File: src/design/hctg_pkg.sv
// Shared constants and types for the hop channel table generator.
`timescale 1ns / 1ps

package hctg_pkg;

	// Generator step: state * LCG_MUL + LCG_ADD, mod 2^32
	localparam logic [23:0] LCG_MUL = 24'h19660D;
	localparam logic [31:0] LCG_ADD = 32'h3C6EF35F;

	// Channel range and bands (band edges as slot numbers, channel = slot + 2)
	localparam logic [6:0] CHAN_SPAN  = 7'd73;
	localparam logic [6:0] CHAN_BASE  = 7'd2;
	localparam logic [6:0] BAND0_SLOT = 7'd24;	// channel 26
	localparam logic [6:0] BAND1_SLOT = 7'd48;	// channel 50
	localparam logic [3:0] BAND_LIMIT = 4'd8;

	// List size limits and draw cap
	localparam int MAX_LIST         = 24;
	localparam int NUM_CHANNELS_DEF = 20;
	localparam logic [16:0] MAX_DRAWS = 17'd65536;

	// Reciprocal of 73 scaled by 2^30, rounded down; quotient may come out one low
	localparam logic [23:0] RECIP_73    = 24'd14708792;
	localparam int          RECIP_SHIFT = 30;

	// Sequencer states
	typedef enum logic [2:0] {
		S_IDLE,
		S_STEP,
		S_RECIP,
		S_BACK,
		S_SLOT,
		S_CHECK
	} seq_state_t;

	typedef enum logic [1:0] {
		BAND_LOW  = 2'd0,
		BAND_MID  = 2'd1,
		BAND_HIGH = 2'd2
	} band_t;

endpackage

File: src/design/hop_channel_table_generator.sv
// Top level: seeded hop channel list generator with one shared multiplier.
//
// Usage: drive seed and pulse start while busy is low; the seed is taken at
// that edge and busy rises on the next cycle. The block then draws candidate
// channels from a 32-bit congruential generator and, for each accepted one,
// shows channel, position and last on the result ports for exactly one cycle
// with valid high. last marks the item that completes the list of
// NUM_CHANNELS (clamped to 1..24) channels; busy is already low in that cycle.
// Draw sequence: every generator draw passes through S_STEP, S_RECIP, S_BACK,
// S_SLOT and S_CHECK, since the one multiplier is used three times per draw
// (generator step, reciprocal multiply for mod 73, back multiply) followed by
// a slot fix-up step and a check step. A seed that has not filled its list
// after 65536 draws ends without an item carrying last.
// Reset: arst_n clears the sequencer and the valid strobe; the channel map and
// band counters are cleared again at every accepted seed.
// Results cannot be stalled: the receiver must take each one in its cycle.
`timescale 1ns / 1ps

module hop_channel_table_generator #(
	parameter int NUM_CHANNELS = hctg_pkg::NUM_CHANNELS_DEF
) (
	input  logic        clk,
	input  logic        arst_n,
	input  logic        start,
	output logic        busy,
	input  logic [31:0] seed,
	output logic        valid,
	output logic [6:0]  channel,
	output logic [4:0]  position,
	output logic        last
);

	import hctg_pkg::*;

	localparam int TARGET = (NUM_CHANNELS < 1) ? 1 :
		((NUM_CHANNELS > MAX_LIST) ? MAX_LIST : NUM_CHANNELS);
	localparam logic [4:0] LAST_POS = 5'(TARGET - 1);

	seq_state_t  state_q, state_d;

	logic [31:0] gen_q;
	logic        par_q;
	logic [47:0] prod_q;
	logic [6:0]  slot_q;
	band_t       band_q;
	logic [72:0] used_q;
	logic [3:0]  band_cnt_q [3];
	logic [4:0]  fill_q;
	logic [16:0] draw_q;

	logic        valid_q;
	logic [6:0]  channel_q;
	logic [4:0]  position_q;
	logic        last_q;

	logic        take;
	logic        keep;
	logic        done;
	logic [31:0] mul_a;
	logic [23:0] mul_b;
	logic [47:0] mul_p;
	logic [23:0] rem_full;
	logic [7:0]  rem;
	logic [6:0]  slot_d;

	assign take = start && (state_q == S_IDLE);
	assign busy = (state_q != S_IDLE);

	// Shared multiplier operand select
	always_comb begin
		case (state_q)
			S_STEP: begin
				mul_a = gen_q;
				mul_b = LCG_MUL;
			end
			S_RECIP: begin
				mul_a = {8'd0, gen_q[31:8]};
				mul_b = RECIP_73;
			end
			S_BACK: begin
				mul_a = 32'(prod_q[47:RECIP_SHIFT]);
				mul_b = 24'(CHAN_SPAN);
			end
			default: begin
				mul_a = '0;
				mul_b = '0;
			end
		endcase
	end

	assign mul_p = 48'(mul_a) * 48'(mul_b);

	// Remainder fix-up: estimate is at most one quotient short
	assign rem_full = gen_q[31:8] - prod_q[23:0];
	assign rem      = rem_full[7:0];
	assign slot_d   = (rem >= 8'(CHAN_SPAN)) ? 7'(rem - 8'(CHAN_SPAN)) : rem[6:0];

	// Candidate checks: parity, already used, band full
	assign keep = (slot_q[0] != par_q) && !used_q[slot_q]
		&& (band_cnt_q[band_q] < BAND_LIMIT);
	assign done = keep && (fill_q == LAST_POS);

	// Sequencer next state
	always_comb begin
		state_d = state_q;
		case (state_q)
			S_IDLE: begin
				if (start) state_d = S_STEP;
			end
			S_STEP: begin
				if (draw_q == MAX_DRAWS) state_d = S_IDLE;
				else state_d = S_RECIP;
			end
			S_RECIP: state_d = S_BACK;
			S_BACK:  state_d = S_SLOT;
			S_SLOT:  state_d = S_CHECK;
			S_CHECK: begin
				if (done) state_d = S_IDLE;
				else state_d = S_STEP;
			end
			default: state_d = S_IDLE;
		endcase
	end

	always_ff @(posedge clk or negedge arst_n) begin
		if (!arst_n) state_q <= S_IDLE;
		else state_q <= state_d;
	end

	// Control counters and per-seed tables
	always_ff @(posedge clk or negedge arst_n) begin
		if (!arst_n) begin
			used_q        <= '0;
			band_cnt_q[0] <= '0;
			band_cnt_q[1] <= '0;
			band_cnt_q[2] <= '0;
			fill_q        <= '0;
			draw_q        <= '0;
		end else if (take) begin
			used_q        <= '0;
			band_cnt_q[0] <= '0;
			band_cnt_q[1] <= '0;
			band_cnt_q[2] <= '0;
			fill_q        <= '0;
			draw_q        <= '0;
		end else if (state_q == S_STEP && draw_q != MAX_DRAWS) begin
			draw_q <= draw_q + 17'd1;
		end else if (state_q == S_CHECK && keep) begin
			used_q[slot_q]     <= 1'b1;
			band_cnt_q[band_q] <= band_cnt_q[band_q] + 4'd1;
			fill_q             <= fill_q + 5'd1;
		end
	end

	// Datapath registers
	always_ff @(posedge clk) begin
		if (take) begin
			gen_q <= seed;
			par_q <= seed[0];
		end
		case (state_q)
			S_STEP:  gen_q  <= mul_p[31:0] + LCG_ADD;
			S_RECIP: prod_q <= mul_p;
			S_BACK:  prod_q <= mul_p;
			S_SLOT: begin
				slot_q <= slot_d;
				if (slot_d <= BAND0_SLOT) band_q <= BAND_LOW;
				else if (slot_d <= BAND1_SLOT) band_q <= BAND_MID;
				else band_q <= BAND_HIGH;
			end
			default: ;
		endcase
	end

	// Result register and strobe
	always_ff @(posedge clk or negedge arst_n) begin
		if (!arst_n) valid_q <= 1'b0;
		else valid_q <= (state_q == S_CHECK) && keep;
	end

	always_ff @(posedge clk) begin
		if (state_q == S_CHECK && keep) begin
			channel_q  <= slot_q + CHAN_BASE;
			position_q <= fill_q;
			last_q     <= (fill_q == LAST_POS);
		end
	end

	assign valid    = valid_q;
	assign channel  = channel_q;
	assign position = position_q;
	assign last     = last_q;

`ifndef ASSERT_OFF
	a_chan_range: assert property (@(posedge clk) disable iff (!arst_n)
		valid |-> (channel >= 7'd2 && channel <= 7'd74))
		else $error("channel out of range");

	a_pos_range: assert property (@(posedge clk) disable iff (!arst_n)
		valid |-> (position <= LAST_POS))
		else $error("position beyond list size");

	a_last_idle: assert property (@(posedge clk) disable iff (!arst_n)
		(valid && last) |-> !busy)
		else $error("still busy after final channel");

	a_start_busy: assert property (@(posedge clk) disable iff (!arst_n)
		(start && !busy) |=> busy)
		else $error("seed taken without going busy");
`endif

endmodule
File: config.mk
export PLATFORM = sky130hd
export DESIGN_NAME = hop_channel_table_generator
export DESIGN_NICKNAME = d
export VERILOG_FILES = /design/src/design/hctg_pkg.sv /design/src/design/hop_channel_table_generator.sv
export SDC_FILE = /design/constraint.sdc
export NUM_CORES = 1
export LEC_CHECK = 0
export ABC_AREA = 1
export ABC_CLOCK_PERIOD_IN_PS = 11550
export BUFFER_PORTS_ARGS = -buffer_cell sky130_fd_sc_hd__buf_4
export CAP_MARGIN = 20
export CORE_ASPECT_RATIO = 0.9
export CORE_MARGIN = 3
export CORE_UTILIZATION = 50
export DETAILED_ROUTE_END_ITERATION = 8
export HOLD_SLACK_MARGIN = 0.15
export PLACE_DENSITY = 0.66
export RECOVER_POWER = 50
export SETUP_SLACK_MARGIN = 0.5
export SKIP_LAST_GASP = 1
export SLEW_MARGIN = 5
export SYNTH_ARGS = -nofsm -noshare
export SYNTH_HDL_FRONTEND = slang
export SYNTH_SLANG_ARGS = --single-unit
File: constraint.sdc
create_clock -name clk -period 11.55 [get_ports clk]
set_clock_uncertainty 0.2 [all_clocks]
set_input_delay 1.7325 -clock clk [delete_from_list [all_inputs] [get_ports clk]]
set_output_delay 1.7325 -clock clk [all_outputs]
set_load 0.03 [all_outputs]
**After elaboration in Yosys (flattened, before gate mapping)**

Index checks and enable logic that the tools add are counted.

- Register bits after elaboration: 214
- Latch bits: 0
- Bits in writable memories: 0
- Memory bits (read-only): 0
- Logic and storage cells: 92
- Memories kept: 0

- Add/sub/neg operators: 7
- Multipliers: 1
- Div/mod/pow operators: 0
- Order comparisons: 8
- Equal/unequal tests: 11
- Shift operators: 0
- Multiplexer cells: 31
- Bitwise operators: 2
- Reduce and logical (&&, ||, !) cells: 16

Operators with widths:

| operator | number |
|---|---|
| 2-to-1 mux 73 bit | 3 |
| case mux 32 bit (3 select lines) | 1 |
| OR 73 bit | 1 |
| case mux 24 bit (3 select lines) | 1 |
| 2-to-1 mux 32 bit | 2 |
| multiplier 32 x 24 -> 48 bit | 1 |
| 2-to-1 mux 12 bit | 3 |
| 2-to-1 mux 17 bit | 2 |
| adder 32 x 30 -> 32 bit (second input constant) | 1 |
| case mux 3 bit (6 select lines) | 1 |
| adder 17 x 1 -> 17 bit (second input constant) | 1 |
| == test 17 bit (second input constant) | 1 |
| inequality test 17 bit (second input constant) | 1 |
| 2-to-1 mux 5 bit | 3 |
| bitwise mux 12 bit | 1 |
| 2-to-1 mux 4 bit | 3 |
| binary-select mux 4 bit (select 2 bit) | 1 |
| demux 4 bit (select 2 bit) | 1 |
| >= comparator 8 x 7 -> 1 bit (second input constant) | 1 |
| logical AND 1 bit | 8 |
| < comparator 7 x 8 -> 1 bit (second input constant) | 1 |
| subtractor 8 bit | 1 |
| adder 7 x 2 -> 7 bit (second input constant) | 1 |
| binary-select mux 1 bit (select 7 bit) | 1 |
| 27 further kinds | 35 |

**Logic depth before layout (Yosys ltp)**

Gate-level depths: netlist (run 1).

- Depth in word-level cells: 10
- Depth in mapped cells: 42

**Least setup slack after synthesis (run 1)**

OpenSTA, ideal clock, no wires.

- Kind: register to register
- Start: register state_q[1]
- End: register gen_q[31] (data pin)
- Data arrival time: 7.668 ns
- Required time: 11.097 ns
- Setup slack: 3.429 ns
- Cell stages (with the launch flop): 35
- Path buffers: 2
- Clock period less this slack: 8.121 ns
- Cell sequence: dfrtp_1 > inv_2 > nor2_4 > nand2_1 > clkbuf_1 > buf_1 > nor2_1 > inv_1 > nand2_1 > inv_1 > fa_1 > inv_1 > fa_1 > inv_1 > fa_1 > inv_1 > fa_1 > fa_1 > fa_1 > inv_1 > fa_1 > inv_1 > ha_1 > a21oi_1 > o21ai_0 > a21oi_1 > nand3_1 > nand2_1 > nand2_1 > nor2_1 > nand3_1 > nand2_1 > nand3_1 > nand3_1 > nand2_1

- Cells in the longest elaborated chain, start to end: 5
- Elaborated cells between the ends (all ways): 8
- Classes of those cells: add/sub (1); mul (1); eq/ne (3); mux (3)

Ends and longest elaborated chain:

| element | RTL line | RTL |
|---|---|---|
| from (decl) | hop_channel_table_generator.sv:39 | `seq_state_t state_q, state_d;` |
| from (signal assigned) | hop_channel_table_generator.sv:127 | `else state_q <= state_d;` |
| == test 3 x 2 -> 1 bit or == test 3 x 1 -> 1 bit (tied branches) | hop_channel_table_generator.sv:71, hop_channel_table_generator.sv:161 |  |
| case mux 32 bit (3 select lines) or case mux 24 bit (3 select lines) (tied branches) | hop_channel_table_generator.sv:71 | `case (state_q)` |
| multiplier 32 x 24 -> 48 bit | hop_channel_table_generator.sv:91 | `assign mul_p = 48'(mul_a) * 48'(mul_b);` |
| adder 32 x 30 -> 32 bit | hop_channel_table_generator.sv:162 | `S_STEP: gen_q <= mul_p[31:0] + LCG_ADD;` |
| 2-to-1 mux 32 bit * | hop_channel_table_generator.sv:161 | `case (state_q)` |
| to (signal assigned) | hop_channel_table_generator.sv:162 |  |
| to (decl) | hop_channel_table_generator.sv:41 | `logic [31:0] gen_q;` |

Every way passes the cells marked *; elsewhere a longest branch is shown, timed or not.
A chain may end at the register's enable or synchronous reset.

**Worst setup path in the final report (run 1)**

- Start: register state_q[0]
- End: register gen_q[31] (data pin)

- Cells in the longest elaborated chain, start to end: 5
- Elaborated cells between the ends (all ways): 8
- Classes of those cells: add/sub (1); mul (1); eq/ne (3); mux (3)

Ends and longest elaborated chain:

| element | RTL line | RTL |
|---|---|---|
| == test 3 x 2 -> 1 bit or == test 3 x 1 -> 1 bit (tied branches) | hop_channel_table_generator.sv:71 |  |
| case mux 32 bit (3 select lines) or case mux 24 bit (3 select lines) (tied branches) | hop_channel_table_generator.sv:71 |  |
| multiplier 32 x 24 -> 48 bit * | hop_channel_table_generator.sv:91 |  |
| via mul_p[31] | hop_channel_table_generator.sv:61 | `logic [47:0] mul_p;` |
| adder 32 x 30 -> 32 bit * | hop_channel_table_generator.sv:162 |  |
| 2-to-1 mux 32 bit * | hop_channel_table_generator.sv:161 |  |

Mark *: on every way through the listed nets, which the timed path passes. The rest lies on a longest branch.

==> results of run 1 <==
## registers in the layout (all words and copies together) (netlist names)
register    count
band_cnt_q     12
prod_q         26
gen_q          32
channel         7
fill_q          5
used_q         73
last            1
slot_q          7
draw_q         17
par_q           1
position        5
state_q         3
valid           1
band_q          2
## worst min-delay path by stage
stage | start | endpoint | cells past startpoint
5_1_grt | band_cnt_q[2] | band_cnt_q[2] | 2
4_1_cts | draw_q[3] | draw_q[3] | 1
2_1_floorplan | slot_q[0] | channel[0] | 0
3_3_place_gp | band_cnt_q[2] | band_cnt_q[2] | 2
6_report | draw_q[3] | draw_q[3] | 1
3_5_place_dp | band_cnt_q[2] | band_cnt_q[2] | 2
## Yosys cell counts, types with 9 or more instances
master / count / area share
inv_1: 895 / 0.12
nand2_1: 601 / 0.081
fa_1: 414 / 0.30
ha_1: 273 / 0.12
nand3_1: 201 / 0.036
nor2_1: 178 / 0.024
a21oi_1: 136 / 0.024
dfrtp_1: 111 / 0.10
edfxtp_1: 81 / 0.087
o21ai_0: 76 / 0.014
o21ai_1: 48 / 0.0086
xor2_1: 40 / 0.013
nor3_1: 33 / 0.0059
nand4_1: 32 / 0.0072
clkbuf_1: 28 / 0.0038
xnor2_1: 22 / 0.0069
o211ai_1: 20 / 0.0054
nand2_2: 16 / 0.0036
buf_2: 14 / 0.0025
nand3b_1: 13 / 0.0035
a21o_1: 12 / 0.0032
buf_1: 9 / 0.0012
buf_4: 9 / 0.0024
## routing by layer
metal | up-vias | wire length [um] | global-route usage
met4 | 0 | 1880 | 0.0757
met5 | - | 0 | 0
li1 | 10300 | - | -
met1 | 10500 | 34000 | 0.393
met3 | 107 | 7610 | 0.0841
met2 | 748 | 33000 | 0.398
## through the flow
| stage | instance area [um^2] | hold WS (ns) | instances | utilization | setup slack [ns] |
|---|---|---|---|---|---|
| finish | 29600 | 0.297 | 4138 | 0.541 | 1.55 |
| global route | 29600 | 0.321 | 4138 | 0.541 | 0.929 |
| CTS | 29700 | 0.303 | 4136 | 0.543 | 2.41 |
| detailed placement | 29100 | 0.288 | 4104 | 0.531 | 2.45 |
| global placement | 29100 | 0.283 | 4104 | 0.531 | 2.55 |
| floorplan | 28000 | 0.228 | 3399 | - | 3.43 |
## layout make-up
type                    instances  area [um^2]  share of cell area
multi-input cells            2233        19100               0.643
clock buffers                  17          425              0.0144
clock inverters                15          200             0.00676
inverters                     908         3410               0.115
flip-flops and latches        192         5210               0.176
well taps                     705          882              0.0298
repair buffers                 68          432              0.0146
## kinds of logic (layout without fill, tap and decap cells)
family / count (synthesis) / in the layout / synth area share
AND/OR/NAND/NOR: 1103 / 1103 / 0.170
other: 2 / 44 / 0.000269
adder cells (fa/ha/maj): 687 / 687 / 0.420
buffers and inverters: 974 / 1008 / 0.135
AO/OA/AOI/OAI: 334 / 334 / 0.0671
XOR/XNOR: 65 / 65 / 0.0212
flip-flops: 192 / 192 / 0.187
==> run summary, run 1 <==
The cell family contributing the most delay on the critical path is adder cells. The wire length per cell after detailed routing is 18.5 um. The final critical-path required period is 10.00 ns.

After clock tree synthesis, the clock-pin slew on the worst setup and hold paths is 0.09 ns. The unique cell type count in the Yosys netlist came out at 54. The length in cells of the worst reg-to-reg path is 29. The full die area is 0.0586 mm^2. The average cell area after synthesis came out at 8.30 um^2.

The die height is 230 um. The number of pins with negative max-slew slack in the final report came out at 345. The combined area of all synthesized cells came out at 0.0279 mm^2. In the layout the commonest cells are inv_1, nand2_1, fa_1, ha_1, nand3_1.

The residual antenna-violating net count after detailed routing is 0. The starting DRC count in detailed routing is 1,900. The share of the Yosys chip area taken by registers is 0.187. Hold repair after CTS inserted 0 buffers. The final total negative setup slack came out at 0 ns. The first global-routing pass estimated 121,000 um of wire. In this run the critical register-to-register path is captured at gen_q[31]. The via count of the first global-routing pass is 21,400. The depth of the CTS H-tree came out at 4. For this run, design rule violations remaining after detail routing come to 0.

The maximum operating frequency came out at 0.100 GHz. For this design the top-level I/O count stands at 50. Of the available clock period, the critical path in the final layout requires 0.866. The clock sink count came out at 192. The max capacitance violation total came out at 7. The CTS tree is done. The tree is rooted in a clkbuf_16. The HPWL after detailed placement is 63,300 um.

Routability-driven placement finished with a final weighted congestion of 0.984. The number of warnings reported in the yosys synthesis log is 0. Tracing the worst setup path back leads to its startpoint at state_q[0].

0 antenna diodes ended up in the layout. The largest individual stage delay along the critical path comes from the cell clkbuf_1. The pin count of the biggest net entering global routing came out at 82. The most prevalent standard cell on the critical path is inv_1. The post-CTS resize count is 0. The top fanout value on the critical path is 48. The count of final setup violators came out at 0. The critical path in this run is classified as reg2reg.

The initial standard-cell utilization of the core came out at 0.509. The sum of overflow across all layers after global routing is 0. The later pin in the worst-skew pair is clocked with a latency of 0.49 ns. The last element of the critical path is gen_q[31]. The number of nets in the layout came out at 4,142.

The routed via count divided by cell count is 5.24. The required time of the critical path is 11.71 ns. The global-route total usage across every layer came out at 0.273. The number of detailed-route iterations in the first pass came out at 7. The filler cell count in the final layout is 5,203. The worst endpoint data arrival time is 10.17 ns. The number of vias in the routed layout came out at 21,700. The checks that failed: capacitance limit, slew limit. The min-delay analysis places its worst path in the category reg2reg.

Compared with the post-synthesis result, the final layout area differs by 6.23%. The beginning of the worst register-to-register path is state_q[0]. In the synthesized netlist the dominant register cell turns out to be dfrtp_1. The number of buffers and inverters on the critical path is 9.

The number of enable flip-flop cells after synthesis came out at 81. The width of the die is 255 um. The buffer levels on the longest clock path is 2.

The layout cell share with drive strength beyond 1 came out at 0.0358. The number of core rows is 81. The floorplan core area is 0.0547 mm^2. The flip-flop and latch count after synthesis came out at 192. The initial antenna violation count is 0. The cell depth of the worst setup path is 29. The run finished, with violations left.

The worst slew margin relative to its limit is -1.47. The gate count after technology mapping came out at 3,357. The number of buffers added for setup after CTS is 0. The slack of the worst reg-to-reg path came out at 1.55 ns. The number of failing hold endpoints at the final stage came out at 0. The pin slew with the least headroom to its limit came out at 3.70 ns.

The number of buffers created by CTS came out at 17. The library cell used most frequently in the layout, excluding fill and tap cells, is inv_1. The final wirelength came out at 76,500 um. The worst setup path is captured at a flop. The biggest cell delay along the critical path is 0.76 ns. STA classifies the critical path startpoint as a flop.

In this run the tool buffered the top-level ports with 49 buffer cells. Setup repair after global routing left no endpoint under its margin. Of all flip-flops after synthesis, the portion carrying an async set or reset was 0.578.
Power of run 1 is not shown: default switching activity piles up to over one toggle a cycle in this logic, so the estimate is an artifact.
==> run 2: changes to the inputs <==
--- a/config.mk
+++ b/config.mk
@@ -6,7 +6,7 @@
 export NUM_CORES = 1
 export LEC_CHECK = 0
 export ABC_AREA = 1
-export ABC_CLOCK_PERIOD_IN_PS = 11550
+export ABC_CLOCK_PERIOD_IN_PS = 10800
 export BUFFER_PORTS_ARGS = -buffer_cell sky130_fd_sc_hd__buf_4
 export CAP_MARGIN = 20
 export CORE_ASPECT_RATIO = 0.9
==> constraint.sdc (replaced) <==
create_clock -name clk -period 10.8 [get_ports clk]
set_clock_uncertainty 0.2 [all_clocks]
set_input_delay 1.62 -clock clk [delete_from_list [all_inputs] [get_ports clk]]
set_output_delay 1.62 -clock clk [all_outputs]
set_load 0.03 [all_outputs]
==> run 2 against run 1 <==
Effect of this change: the run still ends with capacitance limit, slew limit left; fmax grew 4.9%; critical path depth shrank 2; via count is essentially flat; cell area grew 0.28%; clock-buffer cell count grew 1; cell count grew 0.14%; register-to-register slack lost 0.28 ns; hold slack lost 0.0030 ns; die area is the same.
==> run summary, run 2 (synthesized netlist as in run 1, its figures left out) <==
The flow ran to the end, but the final reports show violations. The checks that failed: capacitance limit, slew limit. Setup repair after global routing left no endpoint under its margin. Subtracting the final worst setup slack from the clock period gives 9.53 ns.

Timing would allow up to 0.105 GHz. The largest registers in the layout are used_q: 73 flops, gen_q: 32 flops, prod_q: 26 flops. The post-CTS resize count is 0. The startpoint-to-endpoint class of the critical path is reg2reg. The pin slew with the least headroom to its limit came out at 3.17 ns. The final wirelength came out at 76,100 um.

The pin count of the biggest net entering global routing came out at 82. The number of detailed-route iterations in the first pass came out at 5. Buffers added to address setup during post-CTS repair amount to 0.

The floorplan core area is 0.0547 mm^2. The worst setup path is captured at a flop. The flip-flop count of the largest register, all copies and words added came out at 73. The clock net in this run drives a total of 192 sinks. Counting stages on the worst path, the most repeated cell is fa_1. The sum of overflow across all layers after global routing is 0. The number of failing hold endpoints at the final stage is 0. The max capacitance violation total is 5. The routed via count divided by cell count is 5.24. The portion of the clock cycle consumed by the worst path in the final layout came out at 0.883.

Routability-driven placement finished with a final weighted congestion of 0.992. The utilization after layout came out at 0.543. The number of buffers created by CTS is 17.

The number of input and output port buffers inserted is 49. TritonCTS built the clock tree. Data on the critical path arrives at its endpoint at 9.57 ns. The layout cell share with drive strength beyond 1 came out at 0.0427. The final route contains 21,700 vias. Buffers inserted to repair hold after CTS numbered 0. The post-synthesis to final-layout area growth came out at 6.53%.

The startpoint kind of the worst setup timing path is a flop. The first global-routing pass estimated 121,000 um of wire. The I/O pin count is 50. The clock root buffer master is clkbuf_16.

The sum of net half-perimeters after detailed placement is 62,800 um. The biggest cell delay along the critical path came out at 0.82 ns. The number of pins with negative max-slew slack in the final report came out at 224. The count of final setup violators came out at 0. The top fanout value on the critical path is 30. The initial antenna violation count is 1. The number of nets in the layout came out at 4,148. The detail route stage leaves a number of antenna-violating nets equal to 0. Leaving out fill and tap cells, the most frequent cells in the layout are inv_1, nand2_1, fa_1, ha_1, nand3_1.

The depth of the CTS H-tree came out at 4. In the routed design, unresolved DRC markers number 0. The die height came out at 230 um. The detailed router finished its first iteration with 1,851 violations. The final total negative setup slack came out at 0 ns. The kind of path behind the tightest hold check is reg2reg. The library cell used most frequently in the layout, excluding fill and tap cells, is inv_1. The via count of the first global-routing pass came out at 21,400.

The slowest cell on the critical path is nor2_1. The full die area came out at 0.0586 mm^2. In this run the tightest slew margin relative to its limit is -1.11. The width of the die came out at 255 um.

The required time of the critical path came out at 10.83 ns. The number of core rows came out at 81. The top register by number of flip-flops is used_q.

The clock latency of the later-clocked register in the worst-skew pair is 0.49 ns. The repair_antennas step left the layout with diodes totalling 0. The clock edge transition at the registers on the reported setup and hold paths is 0.09 ns. The wire length per cell after detailed routing is 18.4 um.

The global-route total usage across every layer is 0.271. The buffer levels on the longest clock path came out at 2. The initial standard-cell utilization of the core is 0.509.
[run 2: cell types whose count changed in the layout (fill, tap and decap cells not counted), moves of 3 or more]
cell      previous run  this run
inv_1              901       898
clkbuf_1            22         9
inv_2                2         5
buf_4               45        66
[run 2: worst paths after layout]
| check | cells after the start | startpoint | end | slack (ns) |
|---|---|---|---|---|
| worst max-delay path | 27 | state_q[1] | prod_q[45] | 1.27 |
| worst max register to register | 27 | state_q[1] | prod_q[45] | 1.27 |
| min in group asynchronous | 1 | arst_n | used_q[57] | 1.90 |
| worst min-delay path | 1 | draw_q[3] | draw_q[3] | 0.29 |
| max in group asynchronous | 2 | arst_n | band_cnt_q[9] | 4.38 |
| worst min register to register | 1 | draw_q[3] | draw_q[3] | 0.29 |
[run 2: layout make-up]
type / count / area, um^2
clock buffers: 18 / 429
flip-flops and latches: 192 / 5210
well taps: 705 / 882
fillers: 5199 / 25000
inverters: 908 / 3410
repair buffers: 74 / 526
clock inverters: 14 / 171
multi-input cells: 2233 / 19100
[run 2: per-layer routing]
layer | vias to the layer above | wire length, um | global-route usage | part of all wire
met2 | 716 | 33800 | 0.410 | 0.44
met1 | 10600 | 35100 | 0.405 | 0.46
met3 | 86 | 5890 | 0.0523 | 0.077
li1 | 10300 | - | - | -
met5 | - | 13 | 0 | 0.00017
met4 | 2 | 1380 | 0.0588 | 0.018
[run 2: worst max-delay path: cells and delay by family (launching register included)]
family / cells / cell delay, ns
adders and majority gates: 8 / 4.09
and+or+nand+nor: 5 / 1.94
AOI/OAI and AO/OA: 6 / 1.58
buffers and inverters: 7 / 0.95
DFF: 1 / 0.42
xor gates and xnor gates: 1 / 0.09
[run 2: through the flow]
step | cell area (um^2) | hold slack [ns] | cells | setup slack (ns)
floorplan | 28000 | 0.228 | 3399 | 2.68
global placement | 29100 | 0.283 | 4112 | 1.50
detailed placement | 29100 | 0.290 | 4112 | 1.44
CTS | 29700 | 0.299 | 4144 | 1.37
global route | 29700 | 0.327 | 4144 | 0.629
finish | 29700 | 0.295 | 4144 | 1.27
Power of run 2 is left out for the same reason.
